**src/design/recursive_mutex_fifo_handoff_defines.svh**
```systemverilog
// Assertion macros for the recursive mutex lock unit.
// Used by the RTL files in this folder that carry concurrent checks.
`ifndef RECURSIVE_MUTEX_FIFO_HANDOFF_DEFINES_SVH
`define RECURSIVE_MUTEX_FIFO_HANDOFF_DEFINES_SVH

// Same-cycle implication, sampled on the rising clock, off during reset.
`define RMFH_ASSERT_IMPL(lbl, ante, cons) \
   lbl: assert property (@(posedge clock) disable iff (reset) (ante) |-> (cons)) \
      else $error("rmfh: same-cycle check failed");

// Next-cycle implication, sampled on the rising clock, off during reset.
`define RMFH_ASSERT_NEXT(lbl, ante, cons) \
   lbl: assert property (@(posedge clock) disable iff (reset) (ante) |=> (cons)) \
      else $error("rmfh: next-cycle check failed");

`endif

```
**src/design/rmfh_pkg.sv**
```systemverilog
// Shared types and constants for the recursive mutex lock unit.
// No dependencies; imported by rmfh_lock and recursive_mutex_fifo_handoff.
`timescale 1ns / 1ps
`default_nettype none

package rmfh_pkg;

   localparam int RMFH_QUEUE_DEPTH  = 16;
   localparam int RMFH_TASK_ID_BITS = 8;
   localparam int RMFH_LEVEL_BITS   = 16;

   typedef enum logic [0:0] {
      FUNC_ACQUIRE = 1'b0,
      FUNC_RELEASE = 1'b1
   } func_type;

   typedef enum logic [2:0] {
      ST_GRANTED    = 3'd0,
      ST_QUEUED     = 3'd1,
      ST_STILL_HELD = 3'd2,
      ST_HANDED_OFF = 3'd3,
      ST_FREED      = 3'd4,
      ST_NOT_OWNER  = 3'd5,
      ST_QUEUE_FULL = 3'd6,
      ST_LEVEL_SAT  = 3'd7
   } status_type;

   typedef struct packed {
      func_type    func;
      logic [7:0]  task_id;
   } req_type;

   typedef struct packed {
      status_type  status;
      logic        woken_valid;
      logic [7:0]  woken_task;
      logic [15:0] lock_level;
      logic [7:0]  lock_holder;
      logic        holder_valid;
   } rsp_type;

endpackage

`default_nettype wire

```
**src/design/rmfh_lock.sv**
```systemverilog
// Lock state, nesting counter and wait queue of the recursive mutex unit.
// Depends on rmfh_pkg and recursive_mutex_fifo_handoff_defines.svh.
`timescale 1ns / 1ps
`default_nettype none

`include "recursive_mutex_fifo_handoff_defines.svh"

module rmfh_lock
   import rmfh_pkg::*;
#(
   parameter int QUEUE_DEPTH  = RMFH_QUEUE_DEPTH,
   parameter int TASK_ID_BITS = RMFH_TASK_ID_BITS,
   parameter int LEVEL_BITS   = RMFH_LEVEL_BITS
) (
   input  logic    clock,
   input  logic    reset,
   input  logic    step,
   input  req_type req_data,
   output rsp_type rsp_data
);

   localparam int PTR_W = (QUEUE_DEPTH > 1) ? $clog2(QUEUE_DEPTH) : 1;
   localparam int CNT_W = $clog2(QUEUE_DEPTH + 1);
   localparam logic [LEVEL_BITS-1:0] LEVEL_MAX = '1;
   localparam logic [PTR_W-1:0] PTR_LAST = PTR_W'(QUEUE_DEPTH - 1);
   localparam logic [CNT_W-1:0] CNT_FULL = CNT_W'(QUEUE_DEPTH);

   logic                    held_ff, held_in;
   logic [TASK_ID_BITS-1:0] owner_ff, owner_in;
   logic [LEVEL_BITS-1:0]   level_ff, level_in;
   logic [PTR_W-1:0]        head_ff, head_in;
   logic [PTR_W-1:0]        tail_ff, tail_in;
   logic [CNT_W-1:0]        count_ff, count_in;

   logic [TASK_ID_BITS-1:0] queue_mem [QUEUE_DEPTH];
   logic [TASK_ID_BITS-1:0] rd_data_ff;
   logic                    byp_ff;
   logic [TASK_ID_BITS-1:0] byp_data_ff;
   logic [TASK_ID_BITS-1:0] head_data;

   logic [TASK_ID_BITS-1:0] task_id;
   logic [LEVEL_BITS-1:0]   level_dec;
   logic                    is_owner;
   logic                    push;
   logic                    pop;
   status_type              status;
   logic                    woken_valid;
   logic [TASK_ID_BITS-1:0] woken_task;

   assign task_id   = TASK_ID_BITS'(req_data.task_id);
   assign is_owner  = held_ff && (owner_ff == task_id);
   assign level_dec = level_ff - LEVEL_BITS'(1);
   assign head_data = byp_ff ? byp_data_ff : rd_data_ff;

   always_comb begin
      held_in     = held_ff;
      owner_in    = owner_ff;
      level_in    = level_ff;
      push        = 1'b0;
      pop         = 1'b0;
      woken_valid = 1'b0;
      woken_task  = '0;
      status      = ST_NOT_OWNER;
      unique case (req_data.func)
         FUNC_ACQUIRE: begin
            priority if (!held_ff || is_owner) begin
               if (level_ff == LEVEL_MAX) begin
                  status = ST_LEVEL_SAT;
               end else begin
                  held_in  = 1'b1;
                  owner_in = task_id;
                  level_in = level_ff + LEVEL_BITS'(1);
                  status   = ST_GRANTED;
               end
            end else if (count_ff == CNT_FULL) begin
               status = ST_QUEUE_FULL;
            end else begin
               push   = 1'b1;
               status = ST_QUEUED;
            end
         end
         FUNC_RELEASE: begin
            priority if (!is_owner) begin
               status = ST_NOT_OWNER;
            end else if (level_dec != '0) begin
               level_in = level_dec;
               status   = ST_STILL_HELD;
            end else if (count_ff != '0) begin
               // hand the lock straight to the oldest waiter
               pop         = 1'b1;
               woken_valid = 1'b1;
               woken_task  = head_data;
               owner_in    = head_data;
               level_in    = LEVEL_BITS'(1);
               status      = ST_HANDED_OFF;
            end else begin
               held_in  = 1'b0;
               owner_in = '0;
               level_in = '0;
               status   = ST_FREED;
            end
         end
         default: begin
            status = ST_NOT_OWNER;
         end
      endcase
   end

   always_comb begin
      head_in  = head_ff;
      tail_in  = tail_ff;
      count_in = count_ff;
      if (step && push) begin
         tail_in  = (tail_ff == PTR_LAST) ? '0 : tail_ff + PTR_W'(1);
         count_in = count_ff + CNT_W'(1);
      end
      if (step && pop) begin
         head_in  = (head_ff == PTR_LAST) ? '0 : head_ff + PTR_W'(1);
         count_in = count_ff - CNT_W'(1);
      end
   end

   always_ff @(posedge clock) begin
      if (reset) begin
         held_ff  <= 1'b0;
         owner_ff <= '0;
         level_ff <= '0;
         head_ff  <= '0;
         tail_ff  <= '0;
         count_ff <= '0;
      end else if (step) begin
         held_ff  <= held_in;
         owner_ff <= owner_in;
         level_ff <= level_in;
         head_ff  <= head_in;
         tail_ff  <= tail_in;
         count_ff <= count_in;
      end
   end

   // keep the head entry prefetched; forward a write that lands on it
   always_ff @(posedge clock) begin
      if (step && push) begin
         queue_mem[tail_ff] <= task_id;
      end
      rd_data_ff  <= queue_mem[head_in];
      byp_ff      <= step && push && (tail_ff == head_in);
      byp_data_ff <= task_id;
   end

   always_comb begin
      rsp_data              = '0;
      rsp_data.status       = status;
      rsp_data.woken_valid  = woken_valid;
      rsp_data.woken_task   = 8'(woken_task);
      rsp_data.lock_level   = 16'(level_in);
      rsp_data.lock_holder  = held_in ? 8'(owner_in) : 8'd0;
      rsp_data.holder_valid = held_in;
   end

   `RMFH_ASSERT_IMPL(a_free_level_zero, !held_ff, level_ff == '0)
   `RMFH_ASSERT_IMPL(a_count_bound, count_ff != '0, count_ff <= CNT_FULL)
   `RMFH_ASSERT_IMPL(a_empty_ptrs, count_ff == '0, head_ff == tail_ff)
   `RMFH_ASSERT_NEXT(a_handoff, step && pop,
      held_ff && level_ff == LEVEL_BITS'(1) && owner_ff == $past(head_data))

endmodule

`default_nettype wire

```
**src/design/recursive_mutex_fifo_handoff.sv**
```systemverilog
// Recursive mutex lock unit with a FIFO of waiting tasks. Each request beat
// (acquire or release from a task id) yields exactly one response beat with a
// status, the woken task on hand-off, and the lock level and holder after the
// request. A request is registered on entry, evaluated against the lock state
// while it waits in the input register and lands in the response register once
// that register has room; one request per cycle is sustained while the response
// side does not stall, set by the lock update and the one-read wait queue.
// No clearing pass runs after reset; the block accepts requests right away.
// Depends on rmfh_pkg and rmfh_lock.
`timescale 1ns / 1ps
`default_nettype none

module recursive_mutex_fifo_handoff
   import rmfh_pkg::*;
#(
   parameter int QUEUE_DEPTH  = RMFH_QUEUE_DEPTH,
   parameter int TASK_ID_BITS = RMFH_TASK_ID_BITS,
   parameter int LEVEL_BITS   = RMFH_LEVEL_BITS
) (
   input  logic    clock,
   input  logic    reset,
   input  logic    req_valid,
   output logic    req_ready,
   input  req_type req_data,
   output logic    rsp_valid,
   input  logic    rsp_ready,
   output rsp_type rsp_data
);

   logic    in_valid_ff;
   req_type in_data_ff;
   logic    out_valid_ff;
   rsp_type out_data_ff;
   logic    advance;
   rsp_type lock_rsp;

   // move the held request into the response register when it has room
   assign advance   = in_valid_ff && (!out_valid_ff || rsp_ready);
   assign req_ready = !in_valid_ff || advance;
   assign rsp_valid = out_valid_ff;
   assign rsp_data  = out_data_ff;

   rmfh_lock #(
      .QUEUE_DEPTH  (QUEUE_DEPTH),
      .TASK_ID_BITS (TASK_ID_BITS),
      .LEVEL_BITS   (LEVEL_BITS)
   ) u_lock (
      .clock    (clock),
      .reset    (reset),
      .step     (advance),
      .req_data (in_data_ff),
      .rsp_data (lock_rsp)
   );

   always_ff @(posedge clock) begin
      if (reset) begin
         in_valid_ff  <= 1'b0;
         out_valid_ff <= 1'b0;
      end else begin
         if (req_ready) begin
            in_valid_ff <= req_valid;
         end
         if (advance) begin
            out_valid_ff <= 1'b1;
         end else if (rsp_ready) begin
            out_valid_ff <= 1'b0;
         end
      end
   end

   always_ff @(posedge clock) begin
      if (req_valid && req_ready) begin
         in_data_ff <= req_data;
      end
      if (advance) begin
         out_data_ff <= lock_rsp;
      end
   end

endmodule

`default_nettype wire

```
**config.mk**
```make
export PLATFORM = sky130hd
export DESIGN_NAME = recursive_mutex_fifo_handoff
export DESIGN_NICKNAME = d
export VERILOG_FILES = /design/src/design/rmfh_pkg.sv /design/src/design/rmfh_lock.sv /design/src/design/recursive_mutex_fifo_handoff.sv
export VERILOG_INCLUDE_DIRS = /design/src /design/src/design
export SDC_FILE = /design/constraint.sdc
export NUM_CORES = 1
export LEC_CHECK = 0
export BUFFER_PORTS_ARGS = -buffer_cell sky130_fd_sc_hd__buf_4
export CORE_ASPECT_RATIO = 1.25
export CORE_MARGIN = 1.5
export CORE_UTILIZATION = 55
export DETAILED_ROUTE_END_ITERATION = 8
export PLACE_DENSITY = 0.76
export SYNTH_ARGS = -nofsm -noshare
export SYNTH_HDL_FRONTEND = slang
export SYNTH_SLANG_ARGS = --single-unit
```
**constraint.sdc**
```tcl
create_clock -name clock -period 3.21 [get_ports clock]
set_input_delay 0.321 -clock clock [delete_from_list [all_inputs] [get_ports clock]]
set_output_delay 0.321 -clock clock [all_outputs]
set_load 0.05 [all_outputs]
```
== Word-level counts from Yosys, hierarchy flattened ==
Memories as Yosys holds them, arrays and structs flattened. A register that Yosys moved wholly into a read port is not among the register bits.
Cells that the tools add are included.
Storage, ports and cells
  register bits after elaboration: 95
  memory bits (writable): 128
  bits of input ports: 13
  output and inout bits: 39
  logic and storage cells: 94
  memories kept: 1
Memory list
  u_lock.queue_mem: words 16, bits a word 8, rd ports 1, clocked after memory_dff 1, wr ports 1, RTL line rmfh_lock.sv:35  | logic [TASK_ID_BITS-1:0] queue_mem [QUEUE_DEPTH];
Cells by class
  add/sub/neg operators: 6
  equality and inequality tests: 6
  mux-type cells: 42
  bitwise logic cells: 2
  reductions and logical operators: 19
Operators by type and width (count)
  $mux 16: 4
  $mux 8: 6
  $pmux 16 s2: 1
  $mux 3: 6
  $mux 1: 17
  $add 16x1->16 const B: 1
  $eq 16x16->1 const B: 1
  $pmux 8 s2: 1
  $reduce_bool 16->1: 1
  $sub 16x1->16 const B: 1
  $mux 4: 3
  $mux 5: 2
  $add 4x1->4 const B: 2
  $eq 4x4->1 const B: 2
  $eq 8x8->1: 1
  $logic_and 1x1->1: 6
  $pmux 3 s2: 1
  $add 5x1->5 const B: 1
  $eq 5x5->1 const B: 1
  $reduce_bool 5->1: 1
  $sub 5x1->5 const B: 1
  $eq 4x4->1: 1
  $reduce_and 2->1: 2
  $reduce_bool 2->1: 2
  5 further kinds: 10

== Logic depth before layout (Yosys ltp) ==
  depth after elaboration: 9
  depth in mapped cells: 17
  gate-level depth less buffers: 14

== Hierarchy ==
A second synthesis with hierarchy kept.
Second synthesis, totals
  cells, all modules: 894
  area, all modules: 10654.0 sq um
Modules (own cells, without submodules)
  rmfh_lock: times used 1, cells each 838, area each 9168.8 sq um, sequential area each 4944.7 sq um
  recursive_mutex_fifo_handoff: times used 1, cells each 56, area each 1485.2 sq um, sequential area each 1421.4 sq um

== Worst setup path after synthesis ==
No wires, ideal clock.
  kind: register -> register
  from: register u_lock.level_ff[0]
  to: register u_lock.count_ff[4]
  library setup time: 128 ps
  arrival time: 3398 ps
  required time: 3082 ps
  slack: -316 ps
  stages on the path, launching flop included: 17
  buffers on the path: 3
  clock period less this slack: 3526 ps
  path through: dfxtp_1 clkbuf_1 inv_1 ha_1 buf_2 or4b_4 nor4_2 nor2_1 and3_1 buf_2 and3_1 fa_1 a21o_1 a21oi_1 mux2i_1 xor2_1 nor2_1
On the way
  longest elaborated chain between the ends: 8
  elaborated cells between the ends (all ways): 9
  classes of those cells: 1 x add/sub; 4 x mux; 4 x reduce/logical
RTL lines
  from (decl): RTL line rmfh_lock.sv:30  | logic [LEVEL_BITS-1:0] level_ff, level_in;
  from (signal assigned): RTL line rmfh_lock.sv:134  | level_ff <= level_in;
  $sub 16x1->16 (*): RTL line rmfh_lock.sv:52  | assign level_dec = level_ff - LEVEL_BITS'(1);
  $reduce_bool 16->1 (*): RTL line rmfh_lock.sv:85  | end else if (level_dec != '0) begin
  $mux 1 (*) (3 in series)
  $logic_and 1x1->1 (*): RTL line rmfh_lock.sv:117  | if (step && pop) begin
  $reduce_bool 2->1 (no source line)
  $reduce_and 2->1 (no source line)
  to (signal assigned): RTL line rmfh_lock.sv:137  | count_ff <= count_in;
  to (decl): RTL line rmfh_lock.sv:33  | logic [CNT_W-1:0] count_ff, count_in;
Every way passes the cells marked *; elsewhere a longest branch is shown, timed or not.
A chain may end at the register's enable or synchronous reset.

== Worst setup path after layout ==
  from: register u_lock.level_ff[1]
  to: register u_lock.rd_data_ff[6] (read register of u_lock.queue_mem)
On the way
  longest elaborated chain between the ends: 7
RTL lines
  $sub 16x1->16: RTL line rmfh_lock.sv:52
  $reduce_bool 16->1: RTL line rmfh_lock.sv:85
  $mux 1 (3 in series)
  $logic_and 1x1->1: RTL line rmfh_lock.sv:117
  $mux 4: RTL line rmfh_lock.sv:117
  to (decl): RTL line rmfh_lock.sv:36  | logic [TASK_ID_BITS-1:0] rd_data_ff;
No other way between the ends.

==> out/qor.txt <==
Fin. Hold Viols - 0
RePlAce Congestion - 0.917
Synth-to-Final Area Change - 28.9%
met3 Resource Use GR - 3.88%
DR iter-0 viols - 787
Min-Delay Path Class - input pin to register
Sw Share - 21.7%
Largest stage delay, worst path - 490 ps
Total GRT Usage - 27.4%
Pins Over Slew Limit - 0
crit-path cells - inv_4 > ha_4 > or4b_4 > o31a_1 > nor4_2 > and4_4 > buf_6 > buf_6 > and3_4 > nor2_1 > buf_6 > a21oi_1 > a21boi_0 > o311ai_2
Vias/cell - 6.14
Hold Path Origin - req_valid
Nets - 1058
H-tree levels - 1
NetSw - 0.00140 W
Final Skew - 9.64 ps
r2r startpoint - u_lock.level_ff[1]$_SDFFE_PP0P_
wire length per cell - 21.5 um
Final ANT Viol Nets - 0
pre-CTS setup slack - -241 ps
GRT met2 Usage - 49.0%
top_reg_cell synth - edfxtp_1
Syn. warnings - 0
Pleak - 5.02 nW
Die Y - 156 um
top cells by area, synth - edfxtp_1, dfxtp_1, and3_1
pwr/cell area - 490 mW/mm^2
minimum clock period after layout - 3390 ps
Seq/Total Area, Yosys - 62.1%
post-synthesis average cell area - 11.8 um^2
worst-path fanout max - 11
Setup WS post-layout - -180 ps
GR Overflow Total - 0
Clk network pwr share - 43.3%
DP Cell Count - 1207
I/O pins - 52
die area - 0.0195 mm^2
CTS tree - yes
failing checks - negative setup slack
Worst R2R Setup Slack - -180 ps
clk slew on worst S/H paths - 60 ps
Synth area leader - edfxtp_1
Synth Instances - 866
WS Path Type - register to register
antenna violations before repair - 0
Async SR Flop Fraction - 0%
worst reg2reg path endpoint - u_lock.rd_data_ff[6]$_DFF_P_
Arr. time, crit path - 3750 ps
post-route insts no fill - 1278
Clock Sinks - 231
Vias - 7843
hold path cells - 3
Logic pwr share - 6.0%
die width - 125 um
status - finished with violations
fin util - 72.8%
first-pass GRT wire length - 41800 um
Clock Tree Buf Depth - 3
area share of the largest cell type after synthesis - 50.9%
Internal Power - 0.00507 W
Max rail drop VDD - 0.000537 V
EDFF count, synth - 174
#FFs+latches synth - 231
layer with the highest usage - met2
via count of the first global-routing pass - 7695
Distinct cells, synth - 70
diode count - 0
Critical Path End Type - register
Mapped Area - 0.0103 mm^2
initial core utilization - 56.5%
share of layout cells above drive strength 1 - 30.0%
port bufs - 51
endpoints failing setup - 9
GR Layer Usage met1 - 32.3%
final wirelength - 27500 um
Pre-Repair DR Iteration Count - 5
CP most frequent cell - buf_6
post-route clock period utilization - 106%
clock root cell - clkbuf_16
RSZ-0062 raised after global routing - yes
relative max-transition margin - 57.1%
crit path max-delay cell type - or4b_4
f_max - 295 MHz
syn nets - 891
# Max-Cap Violations - 0
Worst-Margin Slew - 643 ps
Worst Reg2Reg Path Length in Cells - 14
Seq pwr share - 50.7%
Fin Hold WS - 27.9 ps
Core ar. - 0.0182 mm^2
half-perimeter wire length after placement - 17300 um
FP Rows - 55
Worst EP required - 3570 ps
WHS Endpoint - in_valid_ff$_SDFFE_PP0N_
number of CTS-inserted buffers - 23
DRC Markers - 0
largest net degree at the start of global routing - 44
Clock Latency Late Sink - 520 ps
crit start category - register
-- cells in the mapped netlist, types with 3 or more instances --
cell type  number
mux2i_1        12
a21o_1          6
nand2_1        70
a22oi_1         5
xnor2_1        16
nor2b_1         3
o211ai_1        3
a21boi_0       16
nand3_1        12
buf_4           5
dfxtp_1        57
o32ai_1        14
a31oi_1         3
xor2_1         15
a211oi_1       41
and2_1          9
inv_1          14
and3_1         54
clkbuf_1       37
nor4_2          4
buf_6           4
nor2_1         76
edfxtp_1      174
nand4_1         6
nor3_1         17
o21ai_0        32
or3_1          10
buf_2          11
ha_1           11
nor4_1          7
a21oi_1        41
nand2b_1        7
a32o_1          8
a311oi_1       15
-- per-layer routing --
| metal | wire length, um | vias up |
|---|---|---|
| li1 | - | 3606 |
| met1 | 10400 | 3799 |
| met2 | 14000 | 356 |
| met3 | 1760 | 82 |
| met4 | 1400 | 0 |
| met5 | 0 | - |
-- what timing repair did --
item                                    4_1_cts  5_1_grt
buffers inserted                              9        7
gates resized for setup                      45       26
endpoints found under the setup margin       10      111
hold buffers                                  9        0
endpoints found under the hold margin         9        0
pin swaps                                    16        9
cloned                                        4        1
-- area by class of cell --
type	count	area [um^2]
clock buffers	29	608
fillers	1199	4950
clock inverters	13	188
well taps	228	285
inverters	15	61.3
repair buffers	199	1670
flip-flops and latches	231	6370
multi-input cells	563	4040
-- metrics by stage --
| stage | TNS (ps) | instance area, um^2 | power [W] |
|---|---|---|---|
| after global placement | -1200 | 11800 | 0.00371 |
| after CTS | -356 | 13000 | 0.00649 |
| final | -664 | 13200 | 0.00647 |
| after floorplan | -599 | 10500 | 0.00357 |
| after detailed placement | -1800 | 11800 | 0.00371 |
| after global routing | -1910 | 13200 | 0.00665 |
-- worst max-delay path, delay by kind of cell, from the launching register on --
kind / cells / cell delay [ps]
buf+inv: 4 / 460
simple gates: 5 / 1230
fa+ha+maj: 1 / 120
flops: 1 / 330
compound gates: 4 / 1080
-- power groups by stage --
stage	Sequential (W)	Combinational (W)	Clock (W)
floorplan	0.00342	0.000146	0
global placement	0.00334	0.000361	0
detailed placement	0.00335	0.000365	0
CTS	0.00328	0.000377	0.00283
global route	0.00328	0.000416	0.00295
finish	0.00328	0.000390	0.00280
-- cell usage in the layout (no fill, tap or decap), types with 5 or more instances in the layout --
cell type      Yosys  final
a32o_1             8      7
o32ai_2            0     11
a211oi_1          41     15
mux2i_1           12     12
nand2_1           70     69
a21o_1             6      6
a21boi_0          16      7
xnor2_1           16     15
a21boi_1           1     10
nor3_1            17     15
buf_6              4      9
nand3_1           12     12
nor2_1            76     75
or3_1             10     10
a21oi_1           41     38
buf_4              5    173
dlygate4sd3_1      0      9
nand2b_1           7      6
and2_1             9      9
o21ai_0           32     30
nor4_1             7      7
a311oi_1          15     14
nand4_1            6      6
buf_12             0      5
inv_1             14     11
clkbuf_16          0     23
clkbuf_1          37      5
edfxtp_1         174    174
ha_1              11     10
xor2_1            15     15
a211oi_2           0     22
dfxtp_1           57     55
and3_1            54     50
-- sequential cells by signal, summed over array words and instances, names as in the netlist, 4 cells and up --
register,cells
u_lock.count_ff,5
rsp_data,37
u_lock.byp_data_ff,8
in_data_ff,9
u_lock.head_ff,4
u_lock.tail_ff,4
u_lock.queue_mem,128
u_lock.rd_data_ff,8
u_lock.owner_ff,8
u_lock.level_ff,16
-- logic make-up (layout without fill, tap and decap cells) --
family,Yosys count,in the layout,share of synthesized area [%]
AOI/OAI and AO/OA,206,206,14.0
and+or+nand+nor,298,301,15.1
DFF,231,231,62.1
xor gates and xnor gates,31,31,2.65
adders and majority gates,12,12,1.54
buffers and inverters,75,256,3.37
muxes,13,13,1.28
-- worst max path at each step --
stage	end	cells past startpoint	slack, ps	start
detailed placement	u_lock.rd_data_ff[2]$_DFF_P_	12	-240	u_lock.level_ff[1]$_SDFFE_PP0P_
global placement	u_lock.rd_data_ff[7]$_DFF_P_	12	-180	u_lock.level_ff[1]$_SDFFE_PP0P_
global route	u_lock.rd_data_ff[6]$_DFF_P_	14	-300	u_lock.level_ff[1]$_SDFFE_PP0P_
finish	u_lock.rd_data_ff[6]$_DFF_P_	14	-180	u_lock.level_ff[1]$_SDFFE_PP0P_
CTS	u_lock.rd_data_ff[2]$_DFF_P_	15	-60	u_lock.level_ff[1]$_SDFFE_PP0P_
floorplan	u_lock.rd_data_ff[2]$_DFF_P_	17	-100	u_lock.level_ff[0]$_SDFFE_PP0P_
Power figures use the tool's default switching activity.
